===== config.mk =====
export PLATFORM = sky130hd
export DESIGN_NAME = pdko_ctrl
export DESIGN_NICKNAME = d
export VERILOG_FILES = /design/src/sv/pdko_pkg.sv /design/src/sv/pdko_ctrl.sv
export SDC_FILE = /design/constraint.sdc
export NUM_CORES = 1
export LEC_CHECK = 0
export BUFFER_PORTS_ARGS = -buffer_cell sky130_fd_sc_hd__buf_4
export CAP_MARGIN = 0
export CORE_UTILIZATION = 55
export DETAILED_ROUTE_END_ITERATION = 6
export PLACE_DENSITY = 0.79
export SKIP_CTS_REPAIR_TIMING = 1
export SLEW_MARGIN = 20
export SYNTH_ARGS = -nofsm -noshare
export SYNTH_HDL_FRONTEND = slang
export SYNTH_SLANG_ARGS = --single-unit

===== constraint.sdc =====
create_clock -name clk -period 4.8 [get_ports clk]
set_input_delay 0.48 -clock clk [delete_from_list [all_inputs] [get_ports clk]]
set_output_delay 0.48 -clock clk [all_outputs]
set_load 0.01 [all_outputs]

===== src/sv/pdko_pkg.sv =====
// Package for the PD drive with delayed Kalman observer.
// Holds the state, micro-op and command types and the fixed micro-program.
// Used by every module of the block.
`default_nettype none
package pdko_pkg;

    localparam int DELAY_DEF = 20;
    localparam int NUM_STATE = 12;
    localparam logic signed [63:0] COV_INIT   = 64'sd2814749767107;
    localparam logic        [63:0] NOISE_BIAS = 64'd2814750;

    typedef enum logic [2:0] {
        OP_ADD, OP_SUB, OP_MUL, OP_DIV, OP_CLAMP, OP_BR_FULL, OP_BR_POS, OP_END
    } op_t;

    typedef enum logic [2:0] {SH_0, SH_16, SH_30, SH_32, SH_48} sh_t;

    typedef enum logic [2:0] {
        ST_IDLE, ST_FETCH, ST_EXEC, ST_WAIT, ST_WRITE, ST_FINISH
    } state_t;

    typedef enum logic [3:0] {
        CFG_PROP_GAIN, CFG_DERIV_GAIN, CFG_STEP_TIME, CFG_VELOCITY_DECAY,
        CFG_DRIVE_GAIN, CFG_NOISE_POSITION, CFG_NOISE_VELOCITY, CFG_NOISE_MEASURE
    } cfg_idx_t;

    // register file addresses
    localparam logic [6:0] R_X0 = 7'd0;
    localparam logic [6:0] R_X1 = 7'd1;
    localparam logic [6:0] R_X2 = 7'd2;
    localparam logic [6:0] R_P0 = 7'd3;
    localparam logic [6:0] R_P1 = 7'd4;
    localparam logic [6:0] R_P2 = 7'd5;
    localparam logic [6:0] R_P3 = 7'd6;
    localparam logic [6:0] R_P4 = 7'd7;
    localparam logic [6:0] R_P5 = 7'd8;
    localparam logic [6:0] R_P6 = 7'd9;
    localparam logic [6:0] R_P7 = 7'd10;
    localparam logic [6:0] R_P8 = 7'd11;

    // special operand sources
    localparam logic [6:0] S_ZERO  = 7'd64;
    localparam logic [6:0] S_ONE   = 7'd65;
    localparam logic [6:0] S_TWO32 = 7'd66;
    localparam logic [6:0] S_REF   = 7'd67;
    localparam logic [6:0] S_DLY   = 7'd68;
    localparam logic [6:0] S_KP    = 7'd69;
    localparam logic [6:0] S_KD    = 7'd70;
    localparam logic [6:0] S_DT    = 7'd71;
    localparam logic [6:0] S_DECAY = 7'd72;
    localparam logic [6:0] S_DG    = 7'd73;
    localparam logic [6:0] S_QP    = 7'd74;
    localparam logic [6:0] S_QV    = 7'd75;
    localparam logic [6:0] S_QB    = 7'd76;
    localparam logic [6:0] S_R     = 7'd77;

    localparam logic [6:0] PC_END = 7'd78;

    typedef struct packed {
        op_t        op;
        logic [6:0] dst;
        logic [6:0] a;
        logic [6:0] b;
        sh_t        sh;
    } uop_t;

    typedef struct packed {
        logic accept;
        logic exec;
        logic write;
        logic set_corr;
        logic load_out;
        uop_t uop;
    } cmd_t;

    typedef struct packed {
        logic full;
        logic nonpos;
        logic done;
    } stat_t;

    function automatic logic [6:0] tmp(input int n);
        return 7'(12 + n);
    endfunction

    function automatic uop_t mk(input op_t op, input logic [6:0] dst,
                                input logic [6:0] a, input logic [6:0] b, input sh_t sh);
        uop_t u;
        u.op  = op;
        u.dst = dst;
        u.a   = a;
        u.b   = b;
        u.sh  = sh;
        return u;
    endfunction

    function automatic uop_t ucode(input logic [6:0] pc);
        uop_t u;
        unique case (pc)
            // PD drive
            7'd0:  u = mk(OP_MUL,   tmp(0),  R_X0,    S_ONE,   SH_32);
            7'd1:  u = mk(OP_SUB,   tmp(1),  S_REF,   tmp(0),  SH_0);
            7'd2:  u = mk(OP_MUL,   tmp(2),  tmp(1),  S_KP,    SH_16);
            7'd3:  u = mk(OP_MUL,   tmp(3),  R_X1,    S_ONE,   SH_32);
            7'd4:  u = mk(OP_SUB,   tmp(4),  S_ZERO,  tmp(3),  SH_0);
            7'd5:  u = mk(OP_MUL,   tmp(5),  tmp(4),  S_KD,    SH_16);
            7'd6:  u = mk(OP_ADD,   tmp(6),  tmp(2),  tmp(5),  SH_0);
            7'd7:  u = mk(OP_CLAMP, tmp(7),  tmp(6),  S_ZERO,  SH_0);
            // state prediction
            7'd8:  u = mk(OP_MUL,   tmp(8),  R_X1,    S_DT,    SH_32);
            7'd9:  u = mk(OP_ADD,   R_X0,    R_X0,    tmp(8),  SH_0);
            7'd10: u = mk(OP_MUL,   tmp(9),  R_X1,    S_DECAY, SH_30);
            7'd11: u = mk(OP_MUL,   tmp(10), tmp(7),  S_DG,    SH_0);
            7'd12: u = mk(OP_ADD,   R_X1,    tmp(9),  tmp(10), SH_0);
            // M = Ad P
            7'd13: u = mk(OP_MUL,   tmp(17), R_P3,    S_DT,    SH_32);
            7'd14: u = mk(OP_ADD,   tmp(11), R_P0,    tmp(17), SH_0);
            7'd15: u = mk(OP_MUL,   tmp(17), R_P4,    S_DT,    SH_32);
            7'd16: u = mk(OP_ADD,   tmp(12), R_P1,    tmp(17), SH_0);
            7'd17: u = mk(OP_MUL,   tmp(17), R_P5,    S_DT,    SH_32);
            7'd18: u = mk(OP_ADD,   tmp(13), R_P2,    tmp(17), SH_0);
            7'd19: u = mk(OP_MUL,   tmp(14), R_P3,    S_DECAY, SH_30);
            7'd20: u = mk(OP_MUL,   tmp(15), R_P4,    S_DECAY, SH_30);
            7'd21: u = mk(OP_MUL,   tmp(16), R_P5,    S_DECAY, SH_30);
            // P = M Ad^T
            7'd22: u = mk(OP_MUL,   tmp(17), tmp(12), S_DT,    SH_32);
            7'd23: u = mk(OP_ADD,   R_P0,    tmp(11), tmp(17), SH_0);
            7'd24: u = mk(OP_MUL,   R_P1,    tmp(12), S_DECAY, SH_30);
            7'd25: u = mk(OP_ADD,   R_P2,    tmp(13), S_ZERO,  SH_0);
            7'd26: u = mk(OP_MUL,   tmp(17), tmp(15), S_DT,    SH_32);
            7'd27: u = mk(OP_ADD,   R_P3,    tmp(14), tmp(17), SH_0);
            7'd28: u = mk(OP_MUL,   R_P4,    tmp(15), S_DECAY, SH_30);
            7'd29: u = mk(OP_ADD,   R_P5,    tmp(16), S_ZERO,  SH_0);
            7'd30: u = mk(OP_MUL,   tmp(17), R_P7,    S_DT,    SH_32);
            7'd31: u = mk(OP_ADD,   R_P6,    R_P6,    tmp(17), SH_0);
            7'd32: u = mk(OP_MUL,   R_P7,    R_P7,    S_DECAY, SH_30);
            7'd33: u = mk(OP_ADD,   R_P0,    R_P0,    S_QP,    SH_0);
            7'd34: u = mk(OP_ADD,   R_P4,    R_P4,    S_QV,    SH_0);
            7'd35: u = mk(OP_ADD,   R_P8,    R_P8,    S_QB,    SH_0);
            // delayed update
            7'd36: u = mk(OP_BR_FULL, S_ZERO, S_ZERO, S_ZERO,  SH_0);
            7'd37: u = mk(OP_ADD,   tmp(18), R_P0,    R_P2,    SH_0);
            7'd38: u = mk(OP_ADD,   tmp(19), R_P6,    R_P8,    SH_0);
            7'd39: u = mk(OP_ADD,   tmp(18), tmp(18), tmp(19), SH_0);
            7'd40: u = mk(OP_ADD,   tmp(20), tmp(18), S_R,     SH_0);
            7'd41: u = mk(OP_BR_POS, S_ZERO, S_ZERO,  S_ZERO,  SH_0);
            7'd42: u = mk(OP_MUL,   tmp(21), S_DLY,   S_TWO32, SH_0);
            7'd43: u = mk(OP_ADD,   tmp(22), R_X0,    R_X2,    SH_0);
            7'd44: u = mk(OP_SUB,   tmp(21), tmp(21), tmp(22), SH_0);
            7'd45: u = mk(OP_ADD,   tmp(23), R_P0,    R_P2,    SH_0);
            7'd46: u = mk(OP_DIV,   tmp(24), tmp(23), tmp(20), SH_0);
            7'd47: u = mk(OP_ADD,   tmp(23), R_P3,    R_P5,    SH_0);
            7'd48: u = mk(OP_DIV,   tmp(25), tmp(23), tmp(20), SH_0);
            7'd49: u = mk(OP_ADD,   tmp(23), R_P6,    R_P8,    SH_0);
            7'd50: u = mk(OP_DIV,   tmp(26), tmp(23), tmp(20), SH_0);
            7'd51: u = mk(OP_MUL,   tmp(27), tmp(24), tmp(21), SH_48);
            7'd52: u = mk(OP_ADD,   R_X0,    R_X0,    tmp(27), SH_0);
            7'd53: u = mk(OP_MUL,   tmp(27), tmp(25), tmp(21), SH_48);
            7'd54: u = mk(OP_ADD,   R_X1,    R_X1,    tmp(27), SH_0);
            7'd55: u = mk(OP_MUL,   tmp(27), tmp(26), tmp(21), SH_48);
            7'd56: u = mk(OP_ADD,   R_X2,    R_X2,    tmp(27), SH_0);
            7'd57: u = mk(OP_ADD,   tmp(28), R_P0,    R_P6,    SH_0);
            7'd58: u = mk(OP_ADD,   tmp(29), R_P1,    R_P7,    SH_0);
            7'd59: u = mk(OP_ADD,   tmp(30), R_P2,    R_P8,    SH_0);
            7'd60: u = mk(OP_MUL,   tmp(27), tmp(24), tmp(28), SH_48);
            7'd61: u = mk(OP_SUB,   R_P0,    R_P0,    tmp(27), SH_0);
            7'd62: u = mk(OP_MUL,   tmp(27), tmp(24), tmp(29), SH_48);
            7'd63: u = mk(OP_SUB,   R_P1,    R_P1,    tmp(27), SH_0);
            7'd64: u = mk(OP_MUL,   tmp(27), tmp(24), tmp(30), SH_48);
            7'd65: u = mk(OP_SUB,   R_P2,    R_P2,    tmp(27), SH_0);
            7'd66: u = mk(OP_MUL,   tmp(27), tmp(25), tmp(28), SH_48);
            7'd67: u = mk(OP_SUB,   R_P3,    R_P3,    tmp(27), SH_0);
            7'd68: u = mk(OP_MUL,   tmp(27), tmp(25), tmp(29), SH_48);
            7'd69: u = mk(OP_SUB,   R_P4,    R_P4,    tmp(27), SH_0);
            7'd70: u = mk(OP_MUL,   tmp(27), tmp(25), tmp(30), SH_48);
            7'd71: u = mk(OP_SUB,   R_P5,    R_P5,    tmp(27), SH_0);
            7'd72: u = mk(OP_MUL,   tmp(27), tmp(26), tmp(28), SH_48);
            7'd73: u = mk(OP_SUB,   R_P6,    R_P6,    tmp(27), SH_0);
            7'd74: u = mk(OP_MUL,   tmp(27), tmp(26), tmp(29), SH_48);
            7'd75: u = mk(OP_SUB,   R_P7,    R_P7,    tmp(27), SH_0);
            7'd76: u = mk(OP_MUL,   tmp(27), tmp(26), tmp(30), SH_48);
            7'd77: u = mk(OP_SUB,   R_P8,    R_P8,    tmp(27), SH_0);
            default: u = mk(OP_END, S_ZERO,  S_ZERO,  S_ZERO,  SH_0);
        endcase
        return u;
    endfunction

endpackage
`default_nettype wire


===== src/sv/pdko_ctrl.sv =====
// Controller: steps the micro-program, issues datapath commands, holds the output valid.
// Depends on pdko_pkg.
`default_nettype none
module pdko_ctrl (
    input  wire              clk,
    input  wire              rst_n,
    input  wire              s_tvalid,
    output logic             s_tready,
    output logic             m_tvalid,
    input  wire              m_tready,
    input  pdko_pkg::stat_t  stat,
    output pdko_pkg::cmd_t   cmd
);
    import pdko_pkg::*;

    state_t     state_reg;
    state_t     state_next;
    logic [6:0] pc_reg;
    logic [6:0] pc_next;
    logic       out_valid_reg;
    uop_t       uop;

    assign uop = ucode(pc_reg);

    always_comb
    begin
        state_next = state_reg;
        pc_next    = pc_reg;
        unique case (state_reg)
            ST_IDLE:
            begin
                if (s_tvalid)
                begin
                    state_next = ST_FETCH;
                    pc_next    = 7'd0;
                end
            end
            ST_FETCH:
            begin
                unique case (uop.op)
                    OP_END:
                    begin
                        state_next = ST_FINISH;
                    end
                    OP_BR_FULL:
                    begin
                        if (!stat.full)
                        begin
                            state_next = ST_FINISH;
                        end
                        else
                        begin
                            pc_next = pc_reg + 7'd1;
                        end
                    end
                    OP_BR_POS:
                    begin
                        if (stat.nonpos)
                        begin
                            state_next = ST_FINISH;
                        end
                        else
                        begin
                            pc_next = pc_reg + 7'd1;
                        end
                    end
                    default:
                    begin
                        state_next = ST_EXEC;
                    end
                endcase
            end
            ST_EXEC:
            begin
                state_next = ((uop.op == OP_MUL) || (uop.op == OP_DIV)) ? ST_WAIT : ST_WRITE;
            end
            ST_WAIT:
            begin
                if (stat.done)
                begin
                    state_next = ST_WRITE;
                end
            end
            ST_WRITE:
            begin
                state_next = ST_FETCH;
                pc_next    = pc_reg + 7'd1;
            end
            ST_FINISH:
            begin
                if (!out_valid_reg || m_tready)
                begin
                    state_next = ST_IDLE;
                end
            end
            default:
            begin
                state_next = ST_IDLE;
            end
        endcase
    end

    always_comb
    begin
        cmd.uop      = uop;
        cmd.accept   = (state_reg == ST_IDLE) && s_tvalid;
        cmd.exec     = (state_reg == ST_EXEC);
        cmd.write    = (state_reg == ST_WRITE);
        cmd.set_corr = (state_reg == ST_FETCH) && (uop.op == OP_BR_POS) && !stat.nonpos;
        cmd.load_out = (state_reg == ST_FINISH) && (!out_valid_reg || m_tready);
        s_tready     = (state_reg == ST_IDLE);
        m_tvalid     = out_valid_reg;
    end

    always_ff @(posedge clk or negedge rst_n)
    begin
        if (!rst_n)
        begin
            state_reg     <= ST_IDLE;
            pc_reg        <= 7'd0;
            out_valid_reg <= 1'b0;
        end
        else
        begin
            state_reg <= state_next;
            pc_reg    <= pc_next;
            if (cmd.load_out)
            begin
                out_valid_reg <= 1'b1;
            end
            else if (m_tready)
            begin
                out_valid_reg <= 1'b0;
            end
        end
    end

`ifndef SYNTH
    a_load_free: assert property (@(posedge clk) disable iff (!rst_n)
        cmd.load_out |-> (!out_valid_reg || m_tready))
        else $error("output overwritten while held");

    a_pc_range: assert property (@(posedge clk) disable iff (!rst_n)
        (state_reg != ST_IDLE) |-> (pc_reg <= PC_END))
        else $error("program counter past end");

    a_done_write: assert property (@(posedge clk) disable iff (!rst_n)
        (state_reg == ST_WAIT && stat.done) |=> (state_reg == ST_WRITE))
        else $error("unit result not written");

    a_corr_full: assert property (@(posedge clk) disable iff (!rst_n)
        cmd.set_corr |-> stat.full)
        else $error("update applied before delay line filled");
`endif

endmodule
`default_nettype wire


Word-level counts from Yosys, hierarchy flattened
Memories as Yosys holds them, arrays and structs flattened. Index checks and enable logic that the tools add are counted.

Memories: 1. Flip-flop bits (word level): 11. Memory bits (read-only): 3456. Input port bits: 7. Word-level logic and storage cells: 51.

Memory list: (no name shown) (depth 128, width 27, read ports 1, clocked after Yosys merged registers in 0, write ports 0, RTL line pdko_pkg.sv:99) `unique case (pc)`.

Add/subtract/negate cells: 1. Eq/ne operators: 18. Reductions and logical operators: 13. Multiplexer cells: 15.

Operators with widths (count): 7-bit 2-to-1 mux (3); 7-bit one-hot mux with 3 select lines (1); 3-bit 2-to-1 mux (6); 3-bit one-hot mux with 6 select lines (1); 3-bit equality test, second input constant (5); 7-bit one-hot mux with 2 select lines (1); 3-bit by 2-bit equality test with 1-bit output, second input constant (4); 3-bit inequality test, second input constant (4); 5-bit AND reduction (2); 3-bit one-hot mux with 3 select lines (1); 7-bit by 1-bit adder with 7-bit output, second input constant (1); 2-bit inequality test, second input constant (3); 1-bit logical AND (4); 3-bit by 1-bit equality test with 1-bit output, second input constant (1); 3-bit zero test (1); 3-bit by 1-bit inequality test with 1-bit output, second input constant (1); 3-bit nonzero test (1); 1-bit zero test (2); 1-bit logical OR (2); 1-bit 2-to-1 mux (2); 2-bit nonzero test (1).

Longest topological paths before layout
Gate-level depths: netlist of the first run. An unclocked memory read counts as a cell.

Word-level depth: 5. Mapped depth: 12. Depth with buffers taken out: 10.

Worst setup path after synthesis of the first run
Ideal clock, no wire load.

Path type: register to register. Start: register pc_reg[2]. End: register pc_reg[3]. Buffers on the path: 2. Path slack: 1.605 ns. Data arrival time: 3.115 ns. Required time: 4.720 ns. Cell stages (with the launch flop): 12. Library setup time: 0.080 ns. Cells stage by stage: dfrtp_1 > buf_2 > clkinv_1 > clkbuf_1 > ha_1 > inv_1 > mux4_2 > o22ai_2 > o211a_1 > o211ai_4 > a2111o_1 > o211ai_2.

RTL lines: from (decl) (RTL line pdko_ctrl.sv:18) `logic [6:0] pc_reg;`; from (signal assigned) (RTL line pdko_ctrl.sv:126) `pc_reg <= pc_next;`.

==> results, run 1 <==
- The share of layout cells above drive strength 1 is 16.3%.
- For this run the aggregate overflow at the end of global routing stands at 0.
- Summing the areas of all fa, ha and maj instances in the mapped netlist gives 7.98% of the synthesized area.
- The most frequently used flop master after synthesis is sky130_fd_sc_hd__dfrtp_1.
- The final net count is 475.
- The register with the most flip-flops in the layout has 7 of them.
- Counting flops and latches in the post-synthesis netlist gives 11.
- The xor and xnor area share after synthesis is 0%.
- Of all flip-flops after synthesis, the portion carrying an async set or reset was 100%.
- The synthesized design spends more area on one cell type than any other, namely sky130_fd_sc_hd__dfrtp_1.
- The worst pin sits at a relative slew slack of 45.1%.
- The die covers 0.00542 sq mm.
- The total power is 2.22 mW.
- The run finished, with violations left.
- For the pin with the worst max-slew slack, the measured transition is 823 ps.
- Traced cell by cell, the critical path runs through clkinv_1 > ha_1 > or2_2 > a21oi_1 > o221ai_1 > or2_2 > inv_2 > nand3b_1 > nor4b_1 > buf_4.
- Sequential cells were found to cover 9.75% of the synthesized design area.
- The fraction of post-synthesis cell area in the top cell type by area is 9.75%.
- The synthesized area divided by synthesized cell count is 6.44 sq um.
- The number of global-route vias before repair is 3082.
- The number of cells on the worst reg-to-reg path is 9.
- The clock transition at the registers of the reported paths is 60 ps.
- Based on the critical path, the design can be clocked at up to 249 MHz.
- STA classifies the critical path startpoint as a flop.
- The clock reaches the later pin of the worst-skew pair after 250 ps.
- In this run, placement finished with an instance count of 512.
- Along the worst path, the maximum fanout reaches 15.
- The worst setup path is captured at a primary output.
- The effective utilization at floorplan is 58.6%.
- The type of the worst setup path is reg -> out.
- The netlist uses 66 different library cells.
- The maximum clock path buffer count is 2.
- Using the TritonRoute via totals, the vias-per-cell ratio works out to 7.09.
- Measured along the y axis, the die boundary spans 73.6 um.
- The filler-free cell count of the finished design is 516.
- The maximum vdd ir drop is 0.440 mV.
- At the worst endpoint, the required time is 4320 ps.
- Wires add up to 10800 um.
- The slowest stage of the critical path is the sky130_fd_sc_hd__dfrtp_1 cell.
- The antenna diode count is 0.
- The post-DP HPWL is 7870 um.
- The data arrival time of the critical path is 3540 ps.
- The number of search-and-repair iterations in the first detailed-routing pass is 7.
- The number of enable flip-flop cells after synthesis is 0.
- The area fraction in compound gates after synthesis is 41.3%.
- The area added between synthesis and finish is 11.7%.
- The share of the clock period used by the worst path after layout is 83.8%.
- Clock skew on the completed layout was measured at 6.79 ps.
- In the global route stage, overall resource usage came out at 41.2%.
- In this run the number of H-tree levels came out at 1.
- Of the total synthesized cell area, the portion taken by AND, OR, NAND and NOR gates is 29.3%.
- Measured along the x axis, the die boundary spans 73.6 um.
- The net count after synthesis is 463.
- The most critical setup path has its startpoint at pc_reg[1]$_DFFE_PN0P_.
- For this run, the number of Yosys warnings is 0.
- The worst register-to-register path begins at pc_reg[0]$_DFFE_PN0P_.
- TritonCTS built the clock tree.
- The area of the core region is 0.00482 sq mm.
- The cell count after synthesis came out at 438.
- Multiplexer cells account for 3.37% of the synthesized area.
- The number of top-level design ports is 41.
- The average detailed-routed wire length per instance is 21.0 um.
- The kind of path behind the tightest hold check is in -> async.
- The number of nets with antenna violations after routing is 0.
- In the final timing run, aggregate negative setup slack is 0 ps.
- The quantity of I/O buffers inserted on ports is 40.
- For this block, the via count after detailed routing is 3657.
- The final reports fail on DRC.
- The analysis attributes to cell leakage a power of 1.26 nW.
- Setup violations remaining at the end of the flow were counted as 0.
- Setup repair after global routing left no endpoint under its margin.
- At the end of routability-driven placement, the weighted congestion stood at 1.08.
- The post-synthesis cell area is 0.00282 sq mm.
- The commonest cells after synthesis are 50 x sky130_fd_sc_hd__nor2_1, 46 x sky130_fd_sc_hd__nand2_1, 44 x sky130_fd_sc_hd__a21oi_1.
- Ranked by total cell area, the synthesized netlist is headed by sky130_fd_sc_hd__dfrtp_1 9.8%, sky130_fd_sc_hd__ha_1 8.0%, sky130_fd_sc_hd__a21oi_1 7.8%.
- The filler cells instantiated in the layout total 456.
- The initial antenna violation count was 0.
- For this design the ratio of total power to cell area is 704 mW/mm^2.
- The highest cell delay on the worst timing path is 630 ps.
- Row generation in the floorplan step produced 25 rows.
- After layout, the minimum clock period comes to 4020 ps.
- The total of max-cap violations is 0.
- TritonCTS created 3 clock buffers.
- The cell repeated most along the worst path is sky130_fd_sc_hd__or2_2.
- Counting every sink on the clock net gives 11.
- The root buffer cell chosen for the clock tree is sky130_fd_sc_hd__clkbuf_8.
- Entering global routing, the biggest net connects 50 pins.
- The most frequent cell after synthesis is sky130_fd_sc_hd__nor2_1.
- The first routing iteration left 685 violations.
- The first global-routing pass estimated 16900 um of wire.
- The number of pins with negative max-slew slack in the final report is 0.
- After synthesis, the largest family of logic cells by area is compound AO/OA/AOI/OAI gates.
- The number of remaining DRC errors is 14.
- The number of hold violations in the final report is 0.
[cells by family (layout without fill, tap and decap cells)]
kind of cell,after synthesis,after routing
muxes,7,7
DFF,11,11
and+or+nand+nor,172,172
adders and majority gates,18,18
AOI/OAI and AO/OA,172,172
buffers and inverters,58,69
[metrics by stage]
| step | hold slack (ps) | utilization [%] | worst slack [ps] | instance area (sq um) |
|---|---|---|---|---|
| after floorplan | 184 | - | 1600 | 2820 |
| after global placement | 322 | 64.5 | 1320 | 3110 |
| after detailed placement | 323 | 64.5 | 1180 | 3110 |
| after CTS | 63.3 | 65.4 | 895 | 3150 |
| after global routing | 69.3 | 65.4 | 619 | 3150 |
| final | 56.2 | 65.4 | 779 | 3150 |
[layout make-up]
| cell class | count | area, sq um | share of cell area (%) |
|---|---|---|---|
| Clock buffer | 3 | 41.3 | 1.31 |
| Clock inverter | 1 | 5.00 | 0.159 |
| Timing Repair Buffer | 50 | 375 | 11.9 |
| Tap cell | 67 | 83.8 | 2.66 |
| Sequential cell | 11 | 277 | 8.77 |
| Inverter | 15 | 56.3 | 1.79 |
| Multi-Input combinational cell | 369 | 2310 | 73.4 |
[where the power goes]
| group | internal (mW) | switching, mW |
|---|---|---|
| Combinational | 0.752 | 1.08 |
| Sequential | 0.123 | 0.166 |
| Clock | 0.0573 | 0.0407 |
| Total | 0.932 | 1.29 |
[layout by cell type, fill, tap and decap left out, drive strengths merged, types with 11 or more instances in the layout]
cell type | netlist | routed
a211oi | 13 | 13
nand3 | 11 | 11
o21ai | 37 | 37
nand2b | 13 | 13
nor2 | 50 | 50
ha | 18 | 18
nand2 | 46 | 46
inv | 12 | 12
a21oi | 45 | 45
buf | 20 | 50
dfrtp | 11 | 11
nor3 | 16 | 16
[critical path, delay by kind of cell (launching register included)]
family | cells | cell delay, ps
flip-flops | 1 | 630
adder cells (fa/ha/maj) | 1 | 380
AND/OR/NAND/NOR | 4 | 1130
AO/OA/AOI/OAI | 2 | 480
buffers and inverters | 3 | 680
[routing by layer]
| metal | up-vias | track usage (%) | wire length, um |
|---|---|---|---|
| met3 | 50 | 8.92 | 1500 |
| met4 | 0 | 16.0 | 422 |
| met2 | 358 | 59.9 | 4720 |
| met5 | - | 0 | 0 |
| met1 | 1601 | 58.7 | 4170 |
| li1 | 1648 | - | - |
[final timing paths]
path	to	slack [ps]
setup / recovery	cmd[28]	780
hold / removal	state_reg[0]$_DFFE_PN0P_	60
setup reg to reg	pc_reg[3]$_DFFE_PN0P_	1280
hold reg to reg	state_reg[1]$_DFFE_PN0P_	670
max in group asynchronous	pc_reg[3]$_DFFE_PN0P_	4560
min in group clk	m_tvalid$_DFFE_PN0P_	540
Note: power is estimated with default switching activity, not from simulation.
==> inputs of run 2 (changes only) <==
Settings changed: CORE_UTILIZATION 55 to 54, PLACE_DENSITY 0.79 to 0.81.
Clock period 4.8 ns to 3.4 ns, I/O delays scaled along.
==> results, run 2 (synthesis results as in run 1) <==
- The required time of the critical path is 3060 ps (was 4320 ps).
- The highest attainable clock frequency is 306 MHz.
- The total power per unit cell area came to 993 mW/mm^2 (was 704 mW/mm^2).
- The final critical path takes up 96.0% of the cycle.
- The setup-violating endpoint count in the final report is 0 (unchanged).
- The effective utilization at floorplan came to 57.8% (was 58.6%).
- The cell internal power dissipation is 1.39 mW (was 0.932 mW).
- The largest net degree at the start of global routing is 36 (was 50).
- The number of search-and-repair iterations in the first detailed-routing pass came to 7 (unchanged).
- The area added between synthesis and finish came to 16.7% (was 11.7%).
- Ordered cell list for the critical path: buf_4 > buf_4 > clkinv_1 > o21ai_1 > a32oi_1 > o211ai_2 > nand3b_1 > nor4b_1 > buf_4 (was clkinv_1 > ha_1 > or2_2 > a21oi_1 > o221ai_1 > or2_2 > inv_2 > nand3b_1 > nor4b_1 > buf_4).
- The clock tree from TritonCTS is yes (unchanged).
- The starting DRC count in detailed routing is 807 (was 685).
- The share of the core filled with cells was 67.5% (was 65.4%).
- The data arrival time of the critical path is 2920 ps (was 3540 ps).
- The height of the die was 74.3 um (was 73.6 um).
- The count of filler cells inserted in the layout is 472 (was 456).
- The final hold slack is 403 ps (was 56.2 ps).
- The H-tree depth is 1 (unchanged).
- The clock insertion delay at the later pin of the skew report came to 250 ps (about the same).
- The total number of vias is 3765 (was 3657).
- The worst hold path passes through 3 cells.
- The clock network fraction of total power is 4.2% (was 4.4%).
- The post-route clock skew is 10.5 ps (was 6.79 ps).
- The number of cells on the worst reg-to-reg path was 9 (unchanged).
- The number of top-level design ports came to 41 (unchanged).
- The antenna diode count is 0 (unchanged).
- The endpoint of the most critical register-to-register path is pc_reg[5]$_DFFE_PN0P_ (was pc_reg[3]$_DFFE_PN0P_).
- The post-DP HPWL came to 8580 um (was 7870 um).
- The number of remaining DRC errors is 9 (was 14).
- The number of cell rows is 25 (unchanged).
- The number of pins with negative max-slew slack in the final report is 0 (unchanged).
- The flip-flop count of the largest register after layout is 7 (unchanged).
- The path with the worst hold slack has its endpoint at m_tvalid$_DFFE_PN0P_.
- The standard cell with the maximum stage delay on the critical path is sky130_fd_sc_hd__dfrtp_1 (unchanged).
- The number of global-route vias before repair is 3342 (was 3082).
- The type of the worst setup path is reg -> out (unchanged).
- The share of layout cells above drive strength 1 is 19.8% (was 16.3%).
- The power share of the sequential group is 9.8% (was 13.0%).
- Setup repair after global routing missed its margin: no (unchanged).
- Result of the run: complete, but fails checks (unchanged).
- The filler-free cell count of the finished design is 532 (was 516).
- The number of placed cells counting well taps is 527 (was 512).
- The clock transition at the registers of the reported paths is 60 ps (about the same).
- The highest cell delay on the worst timing path is 600 ps (was 630 ps).
- The maximum net fanout on the critical path is 15 (unchanged).
- The die area was 0.00552 sq mm (was 0.00542 sq mm).
- Failing checks: DRC (unchanged).
- The critical path endpoint category is a primary output (unchanged).
- The via density per instance came to 7.08 (was 7.09).
- The horizontal die dimension is 74.3 um (was 73.6 um).
- The final total negative setup slack is 0 ps (unchanged).
- The quantity of I/O buffers inserted on ports was 40 (unchanged).
- The switching power of the nets was 1.88 mW (was 1.29 mW).
- Commonest non-fill, non-tap cells in the layout: 65 x sky130_fd_sc_hd__buf_4, 50 x sky130_fd_sc_hd__nor2_1, 46 x sky130_fd_sc_hd__nand2_1 (was 50 x sky130_fd_sc_hd__nor2_1, 50 x sky130_fd_sc_hd__buf_4, 46 x sky130_fd_sc_hd__nand2_1).
- The clock period could shrink to 3260 ps.
- The leftover overflow at the end of global routing is 0 (unchanged).
- The most frequent standard cell in the layout excluding fill and tap cells is sky130_fd_sc_hd__buf_4.
- The initial antenna violation count is 0 (unchanged).
- The kind of path behind the tightest hold check is in -> reg (was in -> async).
- The number of nets with antenna violations after routing is 0 (unchanged).
- The type of origin of the critical path is a flop (unchanged).
- The static leakage is 1.34 nW (was 1.26 nW).
- The startpoint of the worst register-to-register path is pc_reg[0]$_DFFE_PN0P_ (unchanged).
- The total wirelength of the detailed-routed design is 11700 um (was 10800 um).
- The global-route total usage across every layer is 43.5% (was 41.2%).
- The combinational share of power was 86.0% (was 82.6%).
- The cell repeated most along the worst path is sky130_fd_sc_hd__buf_4 (was sky130_fd_sc_hd__or2_2).
- The total of max-cap violations is 0 (unchanged).
- The slew of the pin with the lowest slew margin is 619 ps (was 823 ps).
- The worst hold path begins at m_tready.
- The global placement routability congestion is 1.07 (was 1.08).
- The maximum clock path buffer count is 2 (unchanged).
- The relative slew slack came to 58.6% (was 45.1%).
- The maximum vdd ir drop is 0.634 mV (was 0.440 mV).
- The count of clock tree sinks is 11 (unchanged).
- The average detailed-routed wire length per instance is 22.0 um (was 21.0 um).
- The root buffer selected by CTS is sky130_fd_sc_hd__clkbuf_8 (unchanged).
- The area of the core region is 0.00488 sq mm (was 0.00482 sq mm).
- The worst-case register-to-register setup slack is 400 ps (was 1280 ps).
- The proportion of total power due to net switching is 57.4% (was 58.0%).
- The final net count was 491 (was 475).
- The number of buffers inserted during clock tree synthesis was 3 (unchanged).
- The global-route wire length before repair was 18000 um (was 16900 um).
- The number of hold violations in the final report was 0 (unchanged).
run 2: layout make-up:
class                      count  area (sq um)  area share (%)
timing repair buffer          66           498            15.1
clock buffer                   3          41.3            1.25
clock inverter                 1          5.00           0.152
inverter                      15          56.3            1.71
sequential                    11           278            8.43
tap                           67          83.8            2.55
multi-input combinational    369          2330            70.8
run 2: layer usage:
metal / track usage [%] / part of all wire, %
met5: 0 / 0
met1: 59.3 / 38
met2: 63.0 / 43
met3: 11.0 / 14
met4: 22.9 / 5.2
run 2: worst max-delay path by stage:
stage | start | cells after the start | slack, ps | end
after detailed placement | pc_reg[0]$_DFFE_PN0P_ | 10 | 330 | cmd[28]
after global routing | pc_reg[0]$_DFFE_PN0P_ | 10 | 40 | cmd[28]
after global placement | pc_reg[0]$_DFFE_PN0P_ | 10 | 500 | cmd[28]
after floorplan | pc_reg[2]$_DFFE_PN0P_ | 11 | 200 | pc_reg[3]$_DFFE_PN0P_
final | pc_reg[4]$_DFFE_PN0P_ | 9 | 140 | cmd[28]
after CTS | pc_reg[0]$_DFFE_PN0P_ | 10 | 60 | cmd[28]
run 2: worst max-delay path: cells and delay by family, from the launching register on:
| family | cells | cell delay, ps |
|---|---|---|
| buffers and inverters | 4 | 1040 |
| DFF | 1 | 600 |
| and+or+nand+nor | 2 | 460 |
| AOI/OAI and AO/OA | 3 | 550 |
run 2: through the flow:
step,area (sq um),setup slack [ps],total power [mW]
2_1_floorplan,2820,205,2.04
3_3_place_gp,3220,501,2.98
3_5_place_dp,3220,326,3.01
4_1_cts,3260,55.4,3.16
5_1_grt,3290,40.7,3.49
6_report,3290,135,3.27
run 2: power by group through the flow:
stage	logic [mW]	registers, mW	clock network (mW)
finish	2.81	0.321	0.136
detailed placement	2.70	0.306	0
global placement	2.67	0.302	0
CTS	2.71	0.306	0.137
global route	3.02	0.326	0.141
floorplan	1.83	0.213	0
==> inputs of run 3 (changes only) <==
Settings changed: CTS_CLUSTER_SIZE from default to 28, PLACE_DENSITY 0.81 to 0.76.
==> results, run 3 (synthesis results as in run 1) <==
- Result of the run: complete, but fails checks (unchanged).
- Failing checks: DRC (unchanged).
- The maximum net fanout on the critical path came to 13 (was 15).
- Commonest non-fill, non-tap cells in the layout: 62 x sky130_fd_sc_hd__buf_4, 50 x sky130_fd_sc_hd__nor2_1, 46 x sky130_fd_sc_hd__nand2_1 (was 65 x sky130_fd_sc_hd__buf_4, 50 x sky130_fd_sc_hd__nor2_1, 46 x sky130_fd_sc_hd__nand2_1).
- Ordered cell list for the critical path: buf_4 > ha_1 > and2_1 > o311ai_2 > o221ai_2 > or2_2 > inv_2 > nand3b_1 > nor4b_1 > buf_4 (was buf_4 > buf_4 > clkinv_1 > o21ai_1 > a32oi_1 > o211ai_2 > nand3b_1 > nor4b_1 > buf_4).
- The share of the clock period used by the worst path after layout is 93.4% (was 96.0%).
- The number of pins with negative max-slew slack in the final report is 0 (unchanged).
- The global routing usage on met1 is 57.8% (was 59.3%).
- The final net count is 488 (was 491).
- The minimum clock period came to 3170 ps (was 3260 ps).
- The met3 usage in global routing is 10.0% (was 11.0%).
- Setup repair after global routing missed its margin: no (unchanged).
- The total power per unit cell area came to 1000 mW/mm^2 (was 993 mW/mm^2).
- The maximum clock path buffer count came to 2 (unchanged).
- The number of cell rows is 25 (unchanged).
- The total power is 3.27 mW (about the same).
- The height of the die came to 74.3 um (unchanged).
- The share of layout cells above drive strength 1 came to 18.6% (was 19.8%).
- The number of global-route vias before repair is 3257 (was 3342).
- The share of the core filled with cells was 66.9% (was 67.5%).
- The global-route total usage across every layer was 41.6% (was 43.5%).
- The setup-violating endpoint count in the final report is 0 (unchanged).
- The global placement routability congestion is 1.03 (was 1.07).
- The data arrival time of the critical path is 2830 ps (was 2920 ps).
- The number of remaining DRC errors is 6 (was 9).
- The routing layer with the top usage in global route is met2 (unchanged).
- The leftover overflow at the end of global routing is 0 (unchanged).
- The total number of vias is 3778 (was 3765).
- The via density per instance is 7.14 (was 7.08).
- The effective utilization at floorplan is 57.8% (unchanged).
- The highest attainable clock frequency came to 315 MHz (was 306 MHz).
- The horizontal die dimension came to 74.3 um (unchanged).
- The standard cell with the maximum stage delay on the critical path was sky130_fd_sc_hd__dfrtp_1 (unchanged).
- The area added between synthesis and finish is 15.7% (was 16.7%).
- The critical path endpoint category was a primary output (unchanged).
- The kind of path behind the tightest hold check is in -> reg (unchanged).
- The final hold slack is 414 ps (was 403 ps).
- The total wirelength of the detailed-routed design was 11300 um (was 11700 um).
- The H-tree depth is 1 (unchanged).
- The post-DP HPWL is 8220 um (was 8580 um).
- The clock insertion delay at the later pin of the skew report is 230 ps (was 250 ps).
- The count of clock tree sinks is 11 (unchanged).
- The type of the worst setup path is reg -> out (unchanged).
- The cell repeated most along the worst path is sky130_fd_sc_hd__buf_4 (unchanged).
- The most frequent standard cell in the layout excluding fill and tap cells is sky130_fd_sc_hd__buf_4 (unchanged).
- The number of hold violations in the final report is 0 (unchanged).
- The sequential cell area is 277 sq um (was 278 sq um).
- The relative slew slack was 60.0% (was 58.6%).
- The smallest setup slack after layout came to 226 ps (was 135 ps).
- The final total negative setup slack is 0 ps (unchanged).
- The total of max-cap violations is 0 (unchanged).
- The worst slack at placement is 377 ps (was 326 ps).
- The average detailed-routed wire length per instance was 21.4 um (was 22.0 um).
- The number of search-and-repair iterations in the first detailed-routing pass is 7 (unchanged).
- The slew of the pin with the lowest slew margin is 600 ps (was 619 ps).
- The clock transition at the registers of the reported paths is 50 ps (was 60 ps).
- The clock tree from TritonCTS is yes (unchanged).
- The number of nets with antenna violations after routing is 0 (unchanged).
- The required time of the critical path is 3060 ps (about the same).
- The die area is 0.00552 sq mm (unchanged).
- The antenna diode count was 0 (unchanged).
- The flip-flop count of the largest register after layout was 7 (unchanged).
- The static leakage is 1.32 nW (was 1.34 nW).
- The number of top-level design ports is 41 (unchanged).
- The starting DRC count in detailed routing came to 882 (was 807).
- The met2 layer usage reported by global route was 61.7% (was 63.0%).
- The quantity of I/O buffers inserted on ports was 40 (unchanged).
- The type of origin of the critical path was a flop (unchanged).
- The root buffer selected by CTS is sky130_fd_sc_hd__clkbuf_8 (unchanged).
- The count of filler cells inserted in the layout is 464 (was 472).
- The global-route wire length before repair was 17300 um (was 18000 um).
- The number of buffers inserted during clock tree synthesis came to 3 (unchanged).
- The maximum vdd ir drop is 0.915 mV (was 0.634 mV).
- The largest net degree at the start of global routing came to 56 (was 36).
- The multi-input combinational cell area is 0.00233 sq mm (about the same).
- The highest cell delay on the worst timing path is 400 ps (was 600 ps).
- The initial antenna violation count is 0 (unchanged).
- The post-route clock skew is 2.65 ps (was 10.5 ps).
- The area of the core region was 0.00488 sq mm (unchanged).
-- run 3: power by group --
group          switching, mW  total, mW  internal (mW)
registers              0.144      0.320          0.176
logic                   1.68       2.82           1.14
clock network         0.0468      0.129         0.0821
total                   1.87       3.27           1.40
-- run 3: final cells by class --
| class | count | share of cell area [%] |
|---|---|---|
| Inverter | 15 | 1.72 |
| Multi-Input combinational cell | 369 | 71.3 |
| Clock buffer | 4 | 1.38 |
| Timing Repair Buffer | 63 | 14.6 |
| Sequential cell | 11 | 8.47 |
| Tap cell | 67 | 2.57 |
-- run 3: final timing paths --
kind | start | endpoint | slack (ps) | cells after the start
max in group asynchronous | rst_n | pc_reg[3]$_DFFE_PN0P_ | 2730 | 2
setup reg to reg | pc_reg[0]$_DFFE_PN0P_ | pc_reg[3]$_DFFE_PN0P_ | 400 | 9
hold reg to reg | pc_reg[1]$_DFFE_PN0P_ | pc_reg[1]$_DFFE_PN0P_ | 650 | 2
hold / removal | m_tready | m_tvalid$_DFFE_PN0P_ | 410 | 3
min in group asynchronous | rst_n | pc_reg[5]$_DFFE_PN0P_ | 500 | 2
setup / recovery | pc_reg[1]$_DFFE_PN0P_ | cmd[28] | 230 | 10
-- run 3: metrics by stage --
stage	std cells	cell area, sq um
6_report	529	3270
5_1_grt	529	3270
4_1_cts	528	3240
3_5_place_dp	524	3200
3_3_place_gp	524	3200
2_1_floorplan	438	2820
-- run 3: worst max-delay path: cells and delay by family, from the launching register on --
family	cells	cell delay, ps
flip-flops	1	400
adder cells (fa/ha/maj)	1	270
AND/OR/NAND/NOR	4	940
AO/OA/AOI/OAI	2	530
buffers and inverters	3	440
-- run 3: metal layers --
metal / part of all wire (%) / routed length [um] / up-vias
met2: 43 / 4900 / 334
met1: 39 / 4370 / 1709
met5: 0 / 0 / -
met3: 14 / 1600 / 63
met4: 4.1 / 464 / 0
li1: - / - / 1672
